File: src/rtl/cmrd_pkg.sv
// ----------------------------------------------------------------------------
// cmrd_pkg
// Types and constants shared by the command ring mailbox drain modules.
// ----------------------------------------------------------------------------
package cmrd_pkg;

    localparam int DATA_W = 64;   // width of one command half
    localparam int SLOT_W = 3;    // width of the mailbox slot field

    // function codes of an input word
    localparam logic FUNC_ENQ  = 1'b0;
    localparam logic FUNC_TICK = 1'b1;

    typedef enum logic [1:0] {
        ST_IDLE,
        ST_LOAD,
        ST_OUT
    } t_state;

    // controller to datapath
    typedef struct packed {
        logic wr;      // write one command into the ring
        logic rd;      // advance head and read the entry there
        logic first;   // first read of a tick: restart the slot count
        logic load;    // move read data into the output register
    } t_dp_cmd;

    // datapath to controller
    typedef struct packed {
        logic empty;   // head equals tail
        logic last;    // word in the output register closes the run
    } t_dp_sts;

endpackage

File: src/rtl/cmrd_ctrl.sv
// ----------------------------------------------------------------------------
// cmrd_ctrl
// Sequencer: takes input words, steps the drain of one tick and drives
// the output handshake.
// ----------------------------------------------------------------------------
module cmrd_ctrl
    import cmrd_pkg::*;
(
    input  logic    i_clk,
    input  logic    i_rst_n,
    input  logic    i_valid,
    input  logic    i_func,
    input  logic    i_partner_busy,
    output logic    o_stall,
    output logic    o_valid,
    input  logic    i_stall,
    input  t_dp_sts i_sts,
    output t_dp_cmd o_cmd
);

    t_state r_state;
    t_state n_state;

    always_ff @(posedge i_clk) begin
        if (!i_rst_n) begin
            r_state <= ST_IDLE;
        end else begin
            r_state <= n_state;
        end
    end

    always_comb begin
        n_state = r_state;
        o_cmd   = '0;
        o_stall = 1'b1;
        o_valid = 1'b0;
        case (r_state)
            ST_IDLE: begin
                o_stall = 1'b0;
                if (i_valid) begin
                    if (i_func == FUNC_ENQ) begin
                        o_cmd.wr = 1'b1;
                    end else if (!i_partner_busy && !i_sts.empty) begin
                        o_cmd.rd    = 1'b1;
                        o_cmd.first = 1'b1;
                        n_state     = ST_LOAD;
                    end
                end
            end
            ST_LOAD: begin
                o_cmd.load = 1'b1;
                n_state    = ST_OUT;
            end
            ST_OUT: begin
                o_valid = 1'b1;
                if (!i_stall) begin
                    if (i_sts.last) begin
                        n_state = ST_IDLE;
                    end else begin
                        o_cmd.rd = 1'b1;
                        n_state  = ST_LOAD;
                    end
                end
            end
            default: begin
                n_state = ST_IDLE;
            end
        endcase
    end

endmodule

File: config.mk
export PLATFORM = sky130hd
export DESIGN_NAME = cmrd_ctrl
export DESIGN_NICKNAME = d
export VERILOG_FILES = /design/src/rtl/cmrd_pkg.sv /design/src/rtl/cmrd_ctrl.sv
export SDC_FILE = /design/constraint.sdc
export NUM_CORES = 1
export LEC_CHECK = 0
export BUFFER_PORTS_ARGS = -buffer_cell sky130_fd_sc_hd__buf_2
export CAP_MARGIN = 30
export CORE_AREA = 5 5 42 44
export CTS_CLUSTER_SIZE = 40
export DETAILED_ROUTE_END_ITERATION = 6
export DIE_AREA = 0 0 47 49
export PLACE_DENSITY = 0.32
export SLEW_MARGIN = 10
export SYNTH_ARGS = -nofsm -noshare
export SYNTH_HDL_FRONTEND = slang
export SYNTH_SLANG_ARGS = --single-unit
File: constraint.sdc
create_clock -name i_clk -period 1.25 [get_ports i_clk]
set_input_delay 0.25 -clock i_clk [delete_from_list [all_inputs] [get_ports i_clk]]
set_output_delay 0.25 -clock i_clk [all_outputs]
set_load 0.005 [all_outputs]
==> results.json <==
{
  "outcome": "complete, but fails checks",
  "violated_checks": "setup timing",
  "number_of_drc_violations_after_detailed_routing": 0,
  "post_synth_num_cell_types": 15,
  "antenna_violating_nets_post_route": 0,
  "detailedRoute.firstIterationViolations": 0,
  "multi_input_comb_area_um2": 128.9,
  "yosys.area.top_type_share_pct": 23.88,
  "synth_area_leader_cell": "sky130_fd_sc_hd__dfxtp_1",
  "worst_setup_hold_path_clk_slew_ns": 0.03,
  "setup_viol": 6,
  "post-route-worst-setup-slack_ns": -0.3081,
  "cts_htree_levels": 1,
  "final_cells": 53,
  "synth.yosys.warnings": 0,
  "maxCapViolCount": 0,
  "critPathMaxFanout": 4,
  "nFillCells": 165,
  "timing.final.crit_period_ns": 1.558,
  "grt_overflow": 0,
  "routed-via-count": 206,
  "tightestPinTransition_ns": 0.2103,
  "vdd.ir_drop.worst_mv": 0.4780,
  "max_reg_flops": 2,
  "routabilityCongestion": 0.6927,
  "dp.cells": 48,
  "wl_per_cell_um": 10.25,
  "synth_async_sr_flop_share_pct": 0,
  "post_synth_main_area_contributors": "sky130_fd_sc_hd__dfxtp_1, sky130_fd_sc_hd__o41ai_2, sky130_fd_sc_hd__or4b_4",
  "biggestRegsByFlops": "r_state: 2 flops",
  "largest_register": "r_state",
  "power.leakage_nw": 0.1782,
  "finalHoldWorstSlack_ns": 0.2648,
  "detailed_place_hpwl_um": 414.1,
  "area.growth.synth_to_final_pct": 101.5,
  "clock_tree.buffer_depth": 2,
  "grt_setup_unrepaired": "yes",
  "fp.dieArea_um2": 2303,
  "design.core.area_um2": 1401,
  "die_width_um": 47,
  "cts_root_buffer": "sky130_fd_sc_hd__clkbuf_4",
  "crit_required_ns": 1.00,
  "cts_num_sinks": 2,
  "ffs_latches_synth": 2,
  "timing.critical_path.to_type": "primary output",
  "critPathLaunchType": "flip-flop",
  "maxSlewHeadroom_pct": 85.83,
  "sequential_cell_area_um2": 42.54,
  "io_buffer_count": 13,
  "timing_worst_setup_path_type": "flip-flop to primary output",
  "grt_start_max_net_pins": 5,
  "postRouteWirelength_um": 543,
  "grt.total_usage_pct": 5.415,
  "layout-drive-gt1-share_pct": 83.78,
  "finClkSkew_ns": 0.004823,
  "arrival_ns": 1.31,
  "core.rowCount": 14,
  "cts.hold.buffers_added": 0,
  "initial_antenna_violation_count": 0,
  "synth-edff-count": 0,
  "clock_latency_ns": 0.22,
  "fin_setup_tns_ns": -0.8840,
  "postSynthNetCount": 25,
  "syn_area_per_cell_um2": 9.862,
  "synth_flop_cell": "sky130_fd_sc_hd__dfxtp_1",
  "grt_pass1_vias": 204,
  "pin_count": 14,
  "hold_viol": 0,
  "yosysSeqAreaShare_pct": 23.88,
  "tritoncts": "done",
  "finalCritPeriodShare_pct": 124.6,
  "grt_first_pass_wirelength_um": 841,
  "hp-class": "primary input to flip-flop",
  "detailedRoute.firstPassIterationCount": 1,
  "netlist_area_um2": 167.7,
  "diodes": 0,
  "synth_cells": 17,
  "count_of_nets_after_finishing": 47,
  "clock.fmax_ghz": 0.6418,
  "avgViaCountPerCell": 3.887,
  "starting_density_of_the_core_pct": 11.96,
  "cts_made_buffers": 3,
  "die_height_um": 49,
  "cellPowerDensity_nw_per_um2": 761.9,
  "synth_commonest_cells": "sky130_fd_sc_hd__dfxtp_1, sky130_fd_sc_hd__inv_1",
  "slew_viol_final": 0
}
-- metrics by stage --
step | power, mW | utilization, % | worst slack, ns | area, um2
CTS | 0.2621 | 22.32 | -0.3189 | 312.8
floorplan | 0.08484 | - | 0.04291 | 167.7
global placement | 0.1064 | 19.11 | -0.08956 | 267.8
detailed placement | 0.1074 | 19.11 | -0.09966 | 267.8
finish | 0.2574 | 24.11 | -0.3081 | 337.8
global route | 0.2807 | 24.11 | -0.3863 | 337.8
-- worst max-delay path: stages, from the launching register on --
cell	delay, ns
sky130_fd_sc_hd__dfxtp_2	0.32
sky130_fd_sc_hd__or3b_4	0.42
sky130_fd_sc_hd__o41ai_2	0.19
sky130_fd_sc_hd__buf_2	0.16
-- cell families after synthesis --
logic type / share of synthesized area [%]
buffers and inverters: 8.959
and+or+nand+nor: 45.53
DFF: 23.88
AOI/OAI and AO/OA: 21.64
-- routing by layer --
metal	vias up	track usage [%]	part of all wire, %
li1	103	-	-
met1	85	6.565	44
met2	18	6.335	37
met3	0	7.011	19
met4	0	0	0
met5	-	0	0
-- cells in the final DEF, fill, tap and decap left out --
cell and n:
sky130_fd_sc_hd__buf_2 12, sky130_fd_sc_hd__clkbuf_4 3, sky130_fd_sc_hd__buf_6 3, sky130_fd_sc_hd__buf_4 3
sky130_fd_sc_hd__inv_1 2, sky130_fd_sc_hd__dfxtp_2 2, sky130_fd_sc_hd__nor2b_4 1, sky130_fd_sc_hd__or2_4 1
sky130_fd_sc_hd__or3b_4 1, sky130_fd_sc_hd__nor4_2 1, sky130_fd_sc_hd__or4b_4 1, sky130_fd_sc_hd__o41ai_2 1
sky130_fd_sc_hd__and2b_1 1, sky130_fd_sc_hd__nor2_1 1, sky130_fd_sc_hd__or4bb_1 1, sky130_fd_sc_hd__o22ai_2 1
sky130_fd_sc_hd__and3b_2 1, sky130_fd_sc_hd__o21a_1 1
-- area by class of cell --
| type | instances | area share [%] |
|---|---|---|
| multi-input combinational | 12 | 38.15 |
| clock buffer | 3 | 6.667 |
| tap | 16 | 5.926 |
| sequential | 2 | 12.59 |
| inverter | 2 | 2.222 |
| timing repair buffer | 18 | 34.44 |
-- path summary, 6_finish.rpt --
kind / endpoint / start / slack, ns / depth (start not counted)
max reg2reg: r_state[0] / r_state[0] / 0.05 / 3
min reg2reg: r_state[0] / r_state[0] / 0.67 / 3
max: o_cmd[2] / r_state[0] / -0.31 / 3
min: r_state[1] / i_rst_n / 0.26 / 2
-- where the power goes --
group / switching (mW) / leakage [nW] / total (mW) / internal, mW
registers: 0.00105 / 0.0172 / 0.0668 / 0.0657
clock network: 0.0356 / 0.0138 / 0.141 / 0.106
logic: 0.0200 / 0.147 / 0.0492 / 0.0292
total: 0.0566 / 0.178 / 0.257 / 0.201
-- timing repair --
item / in CTS / in global routing
setup endpoints to repair: 5 / 5
gates resized for setup: 5 / 5
buffers inserted: 1 / 2
pin swaps: 2 / 1
No activity file was read; power rests on OpenSTA's default activity.
